==> src/design/indentation_level_tracker_top_macros.svh <==
// Assertion macros shared by the indentation level tracker RTL.
`ifndef INDENTATION_LEVEL_TRACKER_TOP_MACROS_SVH
`define INDENTATION_LEVEL_TRACKER_TOP_MACROS_SVH

`ifndef SYNTHESIS

// Check that a property holds at every rising edge outside reset.
`define ITR_ASSERT(label, clk, rst_n, prop, msg) \
  label: assert property (@(posedge clk) disable iff (!rst_n) (prop)) \
    else $error(msg);

// Check that a condition never holds at a rising edge outside reset.
`define ITR_ASSERT_NEVER(label, clk, rst_n, cond, msg) \
  label: assert property (@(posedge clk) disable iff (!rst_n) !(cond)) \
    else $error(msg);

`else

`define ITR_ASSERT(label, clk, rst_n, prop, msg)
`define ITR_ASSERT_NEVER(label, clk, rst_n, cond, msg)

`endif

`endif

==> src/design/itr_pkg.sv <==
// Types and constants shared by the indentation level tracker modules.
`default_nettype none

package itr_pkg;

  localparam int WIDTH_W = 7;  // indentation width field
  localparam int CNT_W   = 6;  // dedent count field

  localparam logic [7:0] CH_SPACE = 8'h20;
  localparam logic [7:0] CH_TAB   = 8'h09;

  typedef enum logic [1:0] {
    KIND_SAME = 2'd0,
    KIND_PUSH = 2'd1,
    KIND_POP  = 2'd2
  } kind_t;

  typedef enum logic [2:0] {
    ERR_NONE       = 3'd0,
    ERR_UNEXPECTED = 3'd1,
    ERR_EXPECTED   = 3'd2,
    ERR_MISMATCH   = 3'd3,
    ERR_MAX_DEPTH  = 3'd4,
    ERR_TOO_WIDE   = 3'd5
  } err_t;

  // Summary of one classified line, passed from front to back.
  typedef struct packed {
    logic [WIDTH_W-1:0] width;
    logic               block_pending;
    logic               too_wide;
  } line_info_t;

  // One result beat.
  typedef struct packed {
    kind_t              kind;
    logic [CNT_W-1:0]   pops;
    err_t               err;
    logic [WIDTH_W-1:0] width;
  } result_t;

endpackage

`default_nettype wire

==> src/design/itr_ram.sv <==
// Generic single-write, single-read RAM with registered read data.
`default_nettype none

module itr_ram #(
  parameter int WIDTH = 8,
  parameter int DEPTH = 32
) (
  input  wire logic                     clk,
  input  wire logic                     wr_en,
  input  wire logic [$clog2(DEPTH)-1:0] wr_addr,
  input  wire logic [WIDTH-1:0]         wr_data,
  input  wire logic [$clog2(DEPTH)-1:0] rd_addr,
  output logic      [WIDTH-1:0]         rd_data
);

  logic [WIDTH-1:0] mem_r [DEPTH];
  logic [WIDTH-1:0] rd_data_r;

  // Write one entry, register the read.
  always_ff @(posedge clk) begin
    if (wr_en) begin
      mem_r[wr_addr] <= wr_data;
    end
    rd_data_r <= mem_r[rd_addr];
  end

  assign rd_data = rd_data_r;

endmodule

`default_nettype wire

==> src/design/itr_fifo.sv <==
// Small register queue with full and empty flags.
`default_nettype none

module itr_fifo #(
  parameter int W     = 8,
  parameter int DEPTH = 2
) (
  input  wire logic         clk,
  input  wire logic         rst_n,
  input  wire logic         push,
  input  wire logic [W-1:0] wr_data,
  output logic              full,
  input  wire logic         pop,
  output logic [W-1:0]      rd_data,
  output logic              empty
);

  localparam int AW = (DEPTH > 1) ? $clog2(DEPTH) : 1;
  localparam int CW = $clog2(DEPTH + 1);

  logic [W-1:0]  mem_r [DEPTH];
  logic [AW-1:0] wr_ptr_r, wr_ptr_nxt;
  logic [AW-1:0] rd_ptr_r, rd_ptr_nxt;
  logic [CW-1:0] cnt_r, cnt_nxt;
  logic          push_ok, pop_ok;

  assign full    = (cnt_r == CW'(DEPTH));
  assign empty   = (cnt_r == '0);
  assign push_ok = push && !full;
  assign pop_ok  = pop && !empty;
  assign rd_data = mem_r[rd_ptr_r];

  // Advance pointers and track the fill count.
  always_comb begin
    wr_ptr_nxt = wr_ptr_r;
    rd_ptr_nxt = rd_ptr_r;
    cnt_nxt    = cnt_r;
    if (push_ok) begin
      wr_ptr_nxt = (wr_ptr_r == AW'(DEPTH - 1)) ? '0 : wr_ptr_r + AW'(1);
    end
    if (pop_ok) begin
      rd_ptr_nxt = (rd_ptr_r == AW'(DEPTH - 1)) ? '0 : rd_ptr_r + AW'(1);
    end
    if (push_ok && !pop_ok) begin
      cnt_nxt = cnt_r + CW'(1);
    end else if (pop_ok && !push_ok) begin
      cnt_nxt = cnt_r - CW'(1);
    end
  end

  always_ff @(posedge clk) begin
    if (!rst_n) begin
      wr_ptr_r <= '0;
      rd_ptr_r <= '0;
      cnt_r    <= '0;
    end else begin
      wr_ptr_r <= wr_ptr_nxt;
      rd_ptr_r <= rd_ptr_nxt;
      cnt_r    <= cnt_nxt;
    end
  end

  // Store the incoming beat.
  always_ff @(posedge clk) begin
    if (push_ok) begin
      mem_r[wr_ptr_r] <= wr_data;
    end
  end

endmodule

`default_nettype wire

==> src/design/itr_front.sv <==
// Front end: gathers leading whitespace and classifies each line.
`default_nettype none

module itr_front #(
  parameter int MAX_INDENT_WIDTH = 64
) (
  input  wire logic                        clk,
  input  wire logic                        rst_n,
  input  wire logic                        in_push,
  input  wire logic [7:0]                  in_character,
  input  wire logic                        in_line_start,
  input  wire logic                        in_opens_block,
  output logic                             in_full,
  input  wire logic                        rec_full,
  output logic                             rec_push,
  output itr_pkg::line_info_t              rec_info,
  output logic [MAX_INDENT_WIDTH-1:0]      rec_pattern
);

  import itr_pkg::*;

  localparam int PW  = MAX_INDENT_WIDTH;
  localparam int PIW = (PW > 1) ? $clog2(PW) : 1;

  logic [PW-1:0]      lp_r, lp_nxt;
  logic [WIDTH_W-1:0] lw_r, lw_nxt;
  logic               eval_r, eval_nxt;
  logic               bp_r, bp_nxt;

  logic [PW-1:0]      eff_lp;
  logic [WIDTH_W-1:0] eff_lw;
  logic               eff_eval, eff_bp;
  logic               accept, is_ws, room;

  assign in_full = rec_full;
  assign accept  = in_push && !rec_full;

  // Line start restarts the line before this beat is looked at.
  always_comb begin
    eff_lp   = in_line_start ? '0 : lp_r;
    eff_lw   = in_line_start ? '0 : lw_r;
    eff_eval = in_line_start ? 1'b0 : eval_r;
    eff_bp   = in_line_start ? in_opens_block : bp_r;
    is_ws    = (in_character == CH_SPACE) || (in_character == CH_TAB);
    room     = (eff_lw < WIDTH_W'(MAX_INDENT_WIDTH));
  end

  // Gather indentation or close the line with one record.
  always_comb begin
    lp_nxt      = lp_r;
    lw_nxt      = lw_r;
    eval_nxt    = eval_r;
    bp_nxt      = bp_r;
    rec_push    = 1'b0;
    rec_info    = '{width: eff_lw, block_pending: eff_bp, too_wide: is_ws};
    rec_pattern = eff_lp;
    if (accept) begin
      lp_nxt   = eff_lp;
      lw_nxt   = eff_lw;
      eval_nxt = eff_eval;
      bp_nxt   = eff_bp;
      if (!eff_eval) begin
        if (is_ws && room) begin
          lp_nxt[eff_lw[PIW-1:0]] = (in_character == CH_TAB);
          lw_nxt = eff_lw + WIDTH_W'(1);
        end else begin
          eval_nxt = 1'b1;
          bp_nxt   = 1'b0;
          rec_push = 1'b1;
        end
      end
    end
  end

  always_ff @(posedge clk) begin
    if (!rst_n) begin
      lw_r   <= '0;
      eval_r <= 1'b1;
      bp_r   <= 1'b0;
    end else begin
      lw_r   <= lw_nxt;
      eval_r <= eval_nxt;
      bp_r   <= bp_nxt;
    end
  end

  // Hold the pattern; only meaningful after a line start.
  always_ff @(posedge clk) begin
    lp_r <= lp_nxt;
  end

endmodule

`default_nettype wire

==> src/design/itr_back.sv <==
// Back end: compares each line against the level stack and emits results.
`default_nettype none

`include "indentation_level_tracker_top_macros.svh"

module itr_back #(
  parameter int MAX_LEVELS       = 32,
  parameter int MAX_INDENT_WIDTH = 64
) (
  input  wire logic                        clk,
  input  wire logic                        rst_n,
  input  wire logic                        rec_empty,
  input  wire itr_pkg::line_info_t         rec_info,
  input  wire logic [MAX_INDENT_WIDTH-1:0] rec_pattern,
  output logic                             rec_pop,
  input  wire logic                        res_full,
  output logic                             res_push,
  output itr_pkg::result_t                 res_data
);

  import itr_pkg::*;

  localparam int PW = MAX_INDENT_WIDTH;
  localparam int AW = $clog2(MAX_LEVELS);

  typedef enum logic [1:0] {
    ST_EVAL  = 2'b01,
    ST_FETCH = 2'b10
  } state_t;

  state_t             state_r, state_nxt;
  logic [AW-1:0]      lc_r, lc_nxt;
  logic [WIDTH_W-1:0] top_width_r, top_width_nxt;
  logic [PW-1:0]      top_pattern_r, top_pattern_nxt;
  logic [CNT_W-1:0]   pops_r, pops_nxt;

  logic [PW-1:0]      mask_n, mask_w, diff;
  logic               ok_n, ok_w;
  logic [WIDTH_W-1:0] n;
  logic               done;
  result_t            res;

  logic               ram_wr_en;
  logic [AW-1:0]      ram_rd_addr;
  logic [WIDTH_W-1:0] ram_rd_data;

  // Width of every level on the stack.
  itr_ram #(
    .WIDTH(WIDTH_W),
    .DEPTH(MAX_LEVELS)
  ) u_width_ram (
    .clk    (clk),
    .wr_en  (ram_wr_en),
    .wr_addr(lc_r),
    .wr_data(n),
    .rd_addr(ram_rd_addr),
    .rd_data(ram_rd_data)
  );

  // Entry under the current top, read while a pop is taken.
  assign ram_rd_addr = lc_r - AW'(2);
  assign n           = rec_info.width;

  // Prefix compare of the line pattern against the top pattern.
  always_comb begin
    for (int i = 0; i < PW; i++) begin
      mask_n[i] = (WIDTH_W'(i) < n);
      mask_w[i] = (WIDTH_W'(i) < top_width_r);
    end
    diff = rec_pattern ^ top_pattern_r;
    ok_n = ~|(diff & mask_n);
    ok_w = ~|(diff & mask_w);
  end

  // Evaluate the head record; walk the stack one pop at a time.
  always_comb begin
    state_nxt       = state_r;
    lc_nxt          = lc_r;
    top_width_nxt   = top_width_r;
    top_pattern_nxt = top_pattern_r;
    pops_nxt        = pops_r;
    ram_wr_en       = 1'b0;
    done            = 1'b0;
    res             = '{kind: KIND_SAME, pops: '0, err: ERR_NONE, width: n};
    case (state_r)
      ST_EVAL: begin
        if (!rec_empty) begin
          if (rec_info.too_wide) begin
            res.err = ERR_TOO_WIDE;
            done    = 1'b1;
          end else if (rec_info.block_pending) begin
            done = 1'b1;
            if (n <= top_width_r) begin
              res.err = ERR_EXPECTED;
            end else if (!ok_w) begin
              res.err = ERR_MISMATCH;
            end else if (lc_r == AW'(MAX_LEVELS - 1)) begin
              res.err = ERR_MAX_DEPTH;
            end else begin
              res.kind = KIND_PUSH;
              if (!res_full) begin
                ram_wr_en       = 1'b1;
                lc_nxt          = lc_r + AW'(1);
                top_width_nxt   = n;
                top_pattern_nxt = rec_pattern;
              end
            end
          end else if (pops_r == '0 && n > top_width_r) begin
            res.err = ERR_UNEXPECTED;
            done    = 1'b1;
          end else if (lc_r != '0 && n < top_width_r && ok_n) begin
            lc_nxt    = lc_r - AW'(1);
            pops_nxt  = pops_r + CNT_W'(1);
            state_nxt = ST_FETCH;
          end else begin
            done     = 1'b1;
            res.pops = pops_r;
            res.kind = (pops_r != '0) ? KIND_POP : KIND_SAME;
            if (lc_r != '0 && !(n == top_width_r && ok_n)) begin
              res.err = ERR_MISMATCH;
            end
            if (!res_full) begin
              top_pattern_nxt = top_pattern_r & mask_w;
            end
          end
          if (done && !res_full) begin
            pops_nxt = '0;
          end
        end
      end
      ST_FETCH: begin
        top_width_nxt = (lc_r == '0) ? '0 : ram_rd_data;
        state_nxt     = ST_EVAL;
      end
      default: begin
        state_nxt = ST_EVAL;
      end
    endcase
  end

  assign res_push = done && !res_full;
  assign rec_pop  = res_push;
  assign res_data = res;

  always_ff @(posedge clk) begin
    if (!rst_n) begin
      state_r       <= ST_EVAL;
      lc_r          <= '0;
      top_width_r   <= '0;
      top_pattern_r <= '0;
      pops_r        <= '0;
    end else begin
      state_r       <= state_nxt;
      lc_r          <= lc_nxt;
      top_width_r   <= top_width_nxt;
      top_pattern_r <= top_pattern_nxt;
      pops_r        <= pops_nxt;
    end
  end

  `ITR_ASSERT_NEVER(a_lc_limit, clk, rst_n, lc_r > AW'(MAX_LEVELS - 1), "stack depth past limit")
  `ITR_ASSERT(a_fetch_return, clk, rst_n, state_r == ST_FETCH |=> state_r == ST_EVAL, "fetch did not return")
  `ITR_ASSERT(a_empty_width, clk, rst_n, (state_r == ST_EVAL && lc_r == '0) |-> top_width_r == '0, "empty stack has width")
  `ITR_ASSERT(a_push_room, clk, rst_n, res_push |-> (!res_full && !rec_empty), "result beat without room or record")

endmodule

`default_nettype wire

==> src/design/indentation_level_tracker_top.sv <==
// Indentation level tracker: front end, line queue, stack back end, result queue.
// Flow: a line's record passes through the line queue and the back end into the result
//   queue; each level popped adds one EVAL then FETCH pass (stack RAM read loop).
// Throughput: one character per cycle while the line queue has room; a line
//   that pops levels holds the back end for an EVAL then FETCH pass per level popped.
// Reset: synchronous, active low; clears depth, top pattern, line state and queues.
//   The width RAM is not cleared; entries are read only after being pushed.
`default_nettype none

module indentation_level_tracker_top #(
  parameter int MAX_LEVELS       = 32,
  parameter int MAX_INDENT_WIDTH = 64
) (
  input  wire logic       clk,
  input  wire logic       rst_n,
  input  wire logic       in_push,
  output logic            in_full,
  input  wire logic [7:0] in_character,
  input  wire logic       in_line_start,
  input  wire logic       in_opens_block,
  output logic            out_empty,
  input  wire logic       out_pop,
  output logic [1:0]      out_result_kind,
  output logic [5:0]      out_dedent_count,
  output logic [2:0]      out_error_code,
  output logic [6:0]      out_indent_width
);

  import itr_pkg::*;

  localparam int PW    = MAX_INDENT_WIDTH;
  localparam int REC_W = $bits(line_info_t) + PW;

  logic          rec_push, rec_full, rec_pop, rec_empty;
  line_info_t    front_info, back_info;
  logic [PW-1:0] front_pattern, back_pattern;
  logic          res_push, res_full;
  result_t       res_wr, res_rd;

  itr_front #(
    .MAX_INDENT_WIDTH(MAX_INDENT_WIDTH)
  ) u_front (
    .clk           (clk),
    .rst_n         (rst_n),
    .in_push       (in_push),
    .in_character  (in_character),
    .in_line_start (in_line_start),
    .in_opens_block(in_opens_block),
    .in_full       (in_full),
    .rec_full      (rec_full),
    .rec_push      (rec_push),
    .rec_info      (front_info),
    .rec_pattern   (front_pattern)
  );

  // Decouple classification from stack evaluation.
  itr_fifo #(
    .W    (REC_W),
    .DEPTH(2)
  ) u_line_q (
    .clk    (clk),
    .rst_n  (rst_n),
    .push   (rec_push),
    .wr_data({front_info, front_pattern}),
    .full   (rec_full),
    .pop    (rec_pop),
    .rd_data({back_info, back_pattern}),
    .empty  (rec_empty)
  );

  itr_back #(
    .MAX_LEVELS      (MAX_LEVELS),
    .MAX_INDENT_WIDTH(MAX_INDENT_WIDTH)
  ) u_back (
    .clk        (clk),
    .rst_n      (rst_n),
    .rec_empty  (rec_empty),
    .rec_info   (back_info),
    .rec_pattern(back_pattern),
    .rec_pop    (rec_pop),
    .res_full   (res_full),
    .res_push   (res_push),
    .res_data   (res_wr)
  );

  // Hold finished results until popped.
  itr_fifo #(
    .W    ($bits(result_t)),
    .DEPTH(2)
  ) u_result_q (
    .clk    (clk),
    .rst_n  (rst_n),
    .push   (res_push),
    .wr_data(res_wr),
    .full   (res_full),
    .pop    (out_pop),
    .rd_data(res_rd),
    .empty  (out_empty)
  );

  assign out_result_kind  = res_rd.kind;
  assign out_dedent_count = res_rd.pops;
  assign out_error_code   = res_rd.err;
  assign out_indent_width = res_rd.width;

endmodule

`default_nettype wire
==> config.mk <==
export PLATFORM = sky130hd
export DESIGN_NAME = indentation_level_tracker_top
export DESIGN_NICKNAME = d
export VERILOG_FILES = /design/src/design/itr_pkg.sv /design/src/design/itr_ram.sv /design/src/design/itr_fifo.sv /design/src/design/itr_front.sv /design/src/design/itr_back.sv /design/src/design/indentation_level_tracker_top.sv
export VERILOG_INCLUDE_DIRS = /design/src /design/src/design
export SDC_FILE = /design/constraint.sdc
export NUM_CORES = 1
export LEC_CHECK = 0
export BUFFER_PORTS_ARGS = -buffer_cell sky130_fd_sc_hd__buf_2
export CAP_MARGIN = 20
export CORE_MARGIN = 3
export CORE_UTILIZATION = 65
export CTS_CLUSTER_DIAMETER = 60
export DETAILED_ROUTE_END_ITERATION = 8
export PLACE_DENSITY = 0.84
export SLEW_MARGIN = 0
export SYNTH_ARGS = -nofsm -noshare
export SYNTH_HDL_FRONTEND = slang
export SYNTH_HIERARCHICAL = 1
export SYNTH_SLANG_ARGS = --single-unit
==> constraint.sdc <==
create_clock -name clk -period 14.28 [get_ports clk]
set_input_delay 2.856 -clock clk [delete_from_list [all_inputs] [get_ports clk]]
set_output_delay 2.856 -clock clk [all_outputs]
set_load 0.05 [all_outputs]
Word level (Yosys, flattened, before mapping). Memories as Yosys holds them, arrays and structs flattened. A register that Yosys moved wholly into a read port is not among the register bits. Cells that the tools add are included.

Add/subtract/negate cells: 13. Mux-type cells: 98. Bitwise logic cells: 8. Eq/ne operators: 26. Reduce and logical (&&, ||, !) cells: 48. Magnitude comparators: 134.

Operator list (number): 64-bit 2-to-1 mux (11); 6-bit by 7-bit < comparator with 1-bit output, first input constant (64); 5-bit by 7-bit < comparator with 1-bit output, first input constant (32); 64-bit bitwise AND (3); 64-bit OR reduction (2); 4-bit by 7-bit < comparator with 1-bit output, first input constant (16); 7-bit 2-to-1 mux (11); 64-bit bitwise mux (1); 64-bit bitwise XOR (1); 3-bit by 7-bit < comparator with 1-bit output, first input constant (8); 1-bit 2-to-1 mux (40); 6-bit 2-to-1 mux (6); 5-bit 2-to-1 mux (7); 11-bit 2-to-1 mux (3); 2-bit inequality test, second input constant (16); 1-bit by 7-bit < comparator with 1-bit output, first input constant (4); 2-bit by 7-bit < comparator with 1-bit output, first input constant (4); 1-bit logical AND (18); 2-bit 2-to-1 mux (9); 3-bit 2-to-1 mux (6); 8-bit 2-to-1 mux (2); 7-bit one-hot mux with 2 select lines (1); 1-bit zero test (10); 10-bit AND reduction (1); 35 further kinds (51).

Input port bits: 14. Flip-flop bits (word level): 165. Memories kept: 3. Word-level logic and storage cells: 345. RAM bits: 406.

Memory list: u_back.u_width_ram.mem_r (depth 32, bits a word 7, read ports 1, clocked after memory_dff 1, write ports 1, line itr_ram.sv:16) `logic [WIDTH-1:0] mem_r [DEPTH];`; u_line_q.mem_r (depth 2, bits a word 73, read ports 1, clocked after memory_dff 1, write ports 1, line itr_fifo.sv:21) `logic [W-1:0] mem_r [DEPTH];`; u_result_q.mem_r (depth 2, bits a word 18, read ports 1, clocked after memory_dff 1, write ports 1, line itr_fifo.sv:21).

Logic depth before layout (Yosys ltp).
Depth after elaboration: 19. Mapped depth: 21. Gate-level depth less buffers: 16.

Modules after synthesis. The synthesis kept the hierarchy.

By module, submodules not included: itr_ram (area each 8833.5 um^2, instances 1, cells each 370); itr_back (area each 6795.3 um^2, instances 1, cells each 935); itr_fifo at u_line_q (area each 5524.0 um^2, instances 1, cells each 252); itr_front (area each 4415.5 um^2, instances 1, cells each 433); itr_fifo at u_result_q (area each 1530.2 um^2, instances 1, cells each 81).

Least setup slack after synthesis. OpenSTA, ideal clock, no wires.

Kind: input to register. From: in in_character[5]. To: mem u_line_q/mem_r[0][0] (netlist bit), enable pin. Path buffers: 0. Data arrival time: 6.389 ns. Cell stages on the path: 5. Setup slack: 7.399 ns. Path through: nand3b_1 -> a2111oi_0 -> nor3_1 -> inv_1 -> nor3_2.

Cells in the longest elaborated chain, start to end: 9. Elaborated cells on any way between the ends: 10.

RTL lines: start, declared (line indentation_level_tracker_top.sv:18) `input wire logic [7:0] in_character,`; 8-bit by 6-bit equality test with 1-bit output / 8-bit by 4-bit equality test with 1-bit output (equally long branches) (line itr_front.sv:44) `is_ws = (in_character == CH_SPACE) || (in_character == CH_TAB);`; 1-bit logical OR * (line itr_front.sv:44); 1-bit logical AND * (line itr_front.sv:63) `if (is_ws && room) begin`; 1-bit 2-to-1 mux * (line itr_front.sv:63); 1-bit 2-to-1 mux * (line itr_front.sv:62) `if (!eff_eval) begin`; 1-bit 2-to-1 mux * (line itr_front.sv:57) `if (accept) begin`; via rec_push (line indentation_level_tracker_top.sv:34) `logic rec_push, rec_full, rec_pop, rec_empty;`; 1-bit logical AND * (line itr_fifo.sv:29) `assign push_ok = push && !full;`; 1-bit 2-to-1 mux * (line itr_fifo.sv:65) `if (push_ok) begin`; 1-bit 2-to-1 mux (not written as such) * (line itr_fifo.sv:66) `mem_r[wr_ptr_r] <= wr_data;`; end, declared (line itr_fifo.sv:21).

Mark *: on every way through the listed nets, which the timed path passes. The rest lies on a longest branch.

==> metrics.sh <==
CRIT_PATH_MAX_INCR_DELAY_NS=0.96
TIMING_HOLD_VIOLATIONS_FINAL=0
POWER.DENSITY_CELL_AREA_nW_PER_UM2=204.4
POSTSYNTHCELLCOUNT=2071
CRITICAL_PATH.ENDPOINT_TYPE='flop'
STATUS='finished, violations left'
WORSTHOLDPATHTYPE='flop to flop'
PLACEMENT.IO_BUFFERS=33
FINAL.PERIOD_UTILIZATION=0.4557
FLOW.AREA_GROWTH_FROM_SYNTHESIS_PCT=7.729
POWER_mW=5.966
DIEWIDTH_MICRONS=210.2
ITER_0_DRT_VIOLATIONS=2446
WIRELENGTH_MM=71.89
SETUP_TOTAL_NEGATIVE_SLACK_NS=0
WORSTSKEWPAIRLATENCY_NS=0.61
GRT_MAX_DEGREE=96
CTS.REPAIR_TIMING.SETUP_BUFFER_COUNT=0
SYNTH-WARNING-COUNT=6
I_O_PIN_COUNT=34
INITIAL_CORE_UTIL=0.6607
MAX-CLOCK-PATH-BUFFERS=3
GLOBAL_ROUTE_WIRE_LENGTH_BEFORE_REPAIR_MM=108.3
CPMAXSTAGEDELAYCELL='sky130_fd_sc_hd__mux2_2'
HOLD_BUFFERS=0
SYNTH.FF_LATCH_COUNT=580
MAX_CLOCK_FREQ_GHz=0.1537
TIMING.REG2REG.WORST_PATH_DEPTH=12
FINAL.MIN_CLOCK_PERIOD_NS=6.507
FIN_CELLS=2615
POWER.IR.VDD_WORST_uV=157.7
SLEW_HEADROOM=0.1824
GRT_USE_TOTAL=0.3237
CTS_TREE='built'
DRC=1
WORST-PATH-MAX-FANOUT=64
MAPPEDNETLISTAREA_SQ_UM=27100
DRT_PASS1_ITERATIONS=9
NUMBER_OF_ANTENNA_VIOLATIONS_AT_THE_FIRST_CHECK_IN_GLOBAL_ROUTING=1
VIOLATIONS_IN_THE_FINAL_REPORTS='design-rule violations'
MAX_CAP_VIOLATIONS=0
DIODES=0
DRV_SLEW=0
ROUTE.ANTENNA.REMAINING_NETS=0
VIA_COUNT_OF_THE_FIRST_GLOBAL_ROUTING_PASS=17273
DIE_AREA_SQ_UM=44180
FINAL-SETUP-VIOL-COUNT=0
CRIT_PATH_FREQUENT_CELL='sky130_fd_sc_hd__buf_4'
AVG_VIAS_PER_CELL=6.988
GP_CONGESTION=0.9995
NETLIST-CELL-TYPE-COUNT=90
NUMBER_OF_FILLER_INSTANCES_IN_THE_FINAL_LAYOUT=2627
MAX_SLEW.WORST_PIN.SLEW_NS=1.215
CTS_MAX_LEVEL=2
CLKSLEWWORSTSETUPHOLDPATHS_NS=0.06
POST-PLACE-CELLS=2510
RSZ0062_AT_GRT='false'
CTS_ROOT_BUF='sky130_fd_sc_hd__clkbuf_16'
GRT-OVFL-TOTAL=0
POST_CTS_RESIZED=0
SHARE_OF_CELLS_ABOVE_DRIVE_STRENGTH_1=0.1776
DPL.HPWL_MM=47.07
SYN_AREA_PER_CELL_SQ_UM=13.08
PATH_CELLS='buf_4 -> mux2_2 -> nor4b_1 -> a21oi_1 -> a2111oi_0 -> o211ai_1 -> or4b_1 -> or4_1 -> a21oi_4 -> buf_4 -> o21ai_0 -> a21boi_0'
CRIT_TYPE='flop to flop'
SYNTH_EDF_COUNT=470
CHIPHEIGHT_MICRONS=210.2
FINCLKSKEW_NS=0.02118
HOLD_PATH_DEPTH=2
POWER.STATIC_LEAKAGE_nW=9.528
NUM_CLOCK_SINKS=580
FINAL_NETS=2067
PLACEMENTROWS=74
SYNTHFLOPTYPE='sky130_fd_sc_hd__edfxtp_1'
CORE_AREA_SQ_UM=41020
CP.ARRIVAL_NS=7.03
SYNTH_FP_NETS=2101
SYNTH.YOSYS.SEQ_AREA_SHARE=0.6021
SETUP.WORST_PATH.START_CLASS='flop'
CTS_INSERTED_BUFFERS=56
POSTSYNTH.ASYNCRESETSHARE=0
ROUTE.DETAILED.WL_PER_INST_MICRONS=27.49
CRIT_REQUIRED_NS=14.80
DR_TOTAL_VIAS=18273
-- state kept, by name (all words and copies together), names as in the netlist, 2 cells and up, named ones only --
register	cells
u_result_q/mem_r	36
u_back/top_pattern_r	64
u_back/state_r	2
u_back/top_width_r	7
u_back/pops_r	6
u_result_q/cnt_r	2
u_back/u_width_ram/rd_data	7
u_back/u_width_ram/mem_r	224
u_front/lp_r	64
u_line_q/cnt_r	2
u_line_q/mem_r	146
u_front/lw_r	7
u_back/lc_r	5
-- cell families after synthesis --
| group | synth area share |
|---|---|
| buffers and inverters | 0.03384 |
| multiplexers | 0.1091 |
| flip-flops | 0.6021 |
| adder cells (fa/ha/maj) | 0.008034 |
| XOR/XNOR | 0.02456 |
| AND/OR/NAND/NOR | 0.1060 |
| AO/OA/AOI/OAI | 0.1164 |
-- synthesized netlist by cell type (43+ instances only) --
master                     instances  share of area
sky130_fd_sc_hd__nor2_1          112          0.016
sky130_fd_sc_hd__dfxtp_1         110          0.081
sky130_fd_sc_hd__mux4_2           70          0.058
sky130_fd_sc_hd__mux2_2          119          0.049
sky130_fd_sc_hd__a21oi_1          80          0.015
sky130_fd_sc_hd__inv_1            43         0.0060
sky130_fd_sc_hd__clkbuf_1        100          0.014
sky130_fd_sc_hd__nor2b_1          74          0.017
sky130_fd_sc_hd__o21ai_1          54          0.010
sky130_fd_sc_hd__nand2_1         110          0.015
sky130_fd_sc_hd__a21boi_1         62          0.017
sky130_fd_sc_hd__o21ai_0          89          0.016
sky130_fd_sc_hd__edfxtp_1        470           0.52
-- per-layer routing --
metal | vias up | wire, microns | global-route usage | part of all wire
met5 | - | 0 | 0 | 0
met3 | 179 | 7177 | 0.05924 | 0.10
li1 | 7875 | - | - | -
met1 | 8985 | 28790 | 0.4668 | 0.40
met2 | 1234 | 33610 | 0.5140 | 0.47
met4 | 0 | 2312 | 0.09509 | 0.032
-- final timing paths --
path	slack, ns	start	to
max	7.77	flop	u_back/top_pattern_r[36]$_SDFFE_PN0P_
min	0.46	u_front/bp_r$_SDFFE_PN0P_	u_front/bp_r$_SDFFE_PN0P_
min reg2reg	0.46	u_front/bp_r$_SDFFE_PN0P_	u_front/bp_r$_SDFFE_PN0P_
max reg2reg	7.77	flop	u_back/top_pattern_r[36]$_SDFFE_PN0P_
-- power by group --
| part | internal (mW) | leakage (nW) | switching (mW) | total, mW |
|---|---|---|---|---|
| Clock | 0.799 | 0.858 | 0.629 | 1.43 |
| Sequential | 2.14 | 5.26 | 0.105 | 2.25 |
| Combinational | 0.790 | 3.41 | 1.50 | 2.29 |
| Total | 3.73 | 9.53 | 2.23 | 5.97 |
-- layout by cell type, fill, tap and decap left out, types with 38 or more instances in the layout --
master / count
sky130_fd_sc_hd__nand2_1: 110
sky130_fd_sc_hd__nor2_1: 112
sky130_fd_sc_hd__dfxtp_1: 108
sky130_fd_sc_hd__xnor2_1: 38
sky130_fd_sc_hd__mux4_2: 70
sky130_fd_sc_hd__clkbuf_16: 56
sky130_fd_sc_hd__nor2b_1: 74
sky130_fd_sc_hd__a21oi_1: 80
sky130_fd_sc_hd__nor4_1: 40
sky130_fd_sc_hd__o21ai_1: 54
sky130_fd_sc_hd__a21boi_1: 62
sky130_fd_sc_hd__edfxtp_1: 470
sky130_fd_sc_hd__mux2_2: 119
sky130_fd_sc_hd__o21ai_0: 89
sky130_fd_sc_hd__inv_1: 41
-- worst max-delay path: cells and delay by family, from the launching register on --
family | cells | cell delay [ns]
simple gates | 3 | 2.07
mux | 1 | 0.96
compound gates | 6 | 1.54
flops | 1 | 0.45
buf+inv | 2 | 1.20
-- area by class of cell --
class	instances	area [sq um]	area share
sequential	580	16320	0.5591
multi-input combinational	1293	9891	0.3388
clock buffer	67	1453	0.04976
tap	532	665.6	0.02280
timing repair buffer	60	375.4	0.01286
clock inverter	37	312.8	0.01071
inverter	46	172.7	0.005915
-- stage by stage --
step	worst slack, ns	util	hold WS (ns)	area (sq um)
detailed placement	7.881	0.6683	0.4521	27410
global route	7.251	0.7117	0.4859	29190
floorplan	7.399	-	0.4338	27100
global placement	7.952	0.6683	0.4437	27410
finish	7.773	0.7117	0.4568	29190
CTS	7.884	0.7114	0.4609	29180
Note: power is estimated with default switching activity, not from simulation.
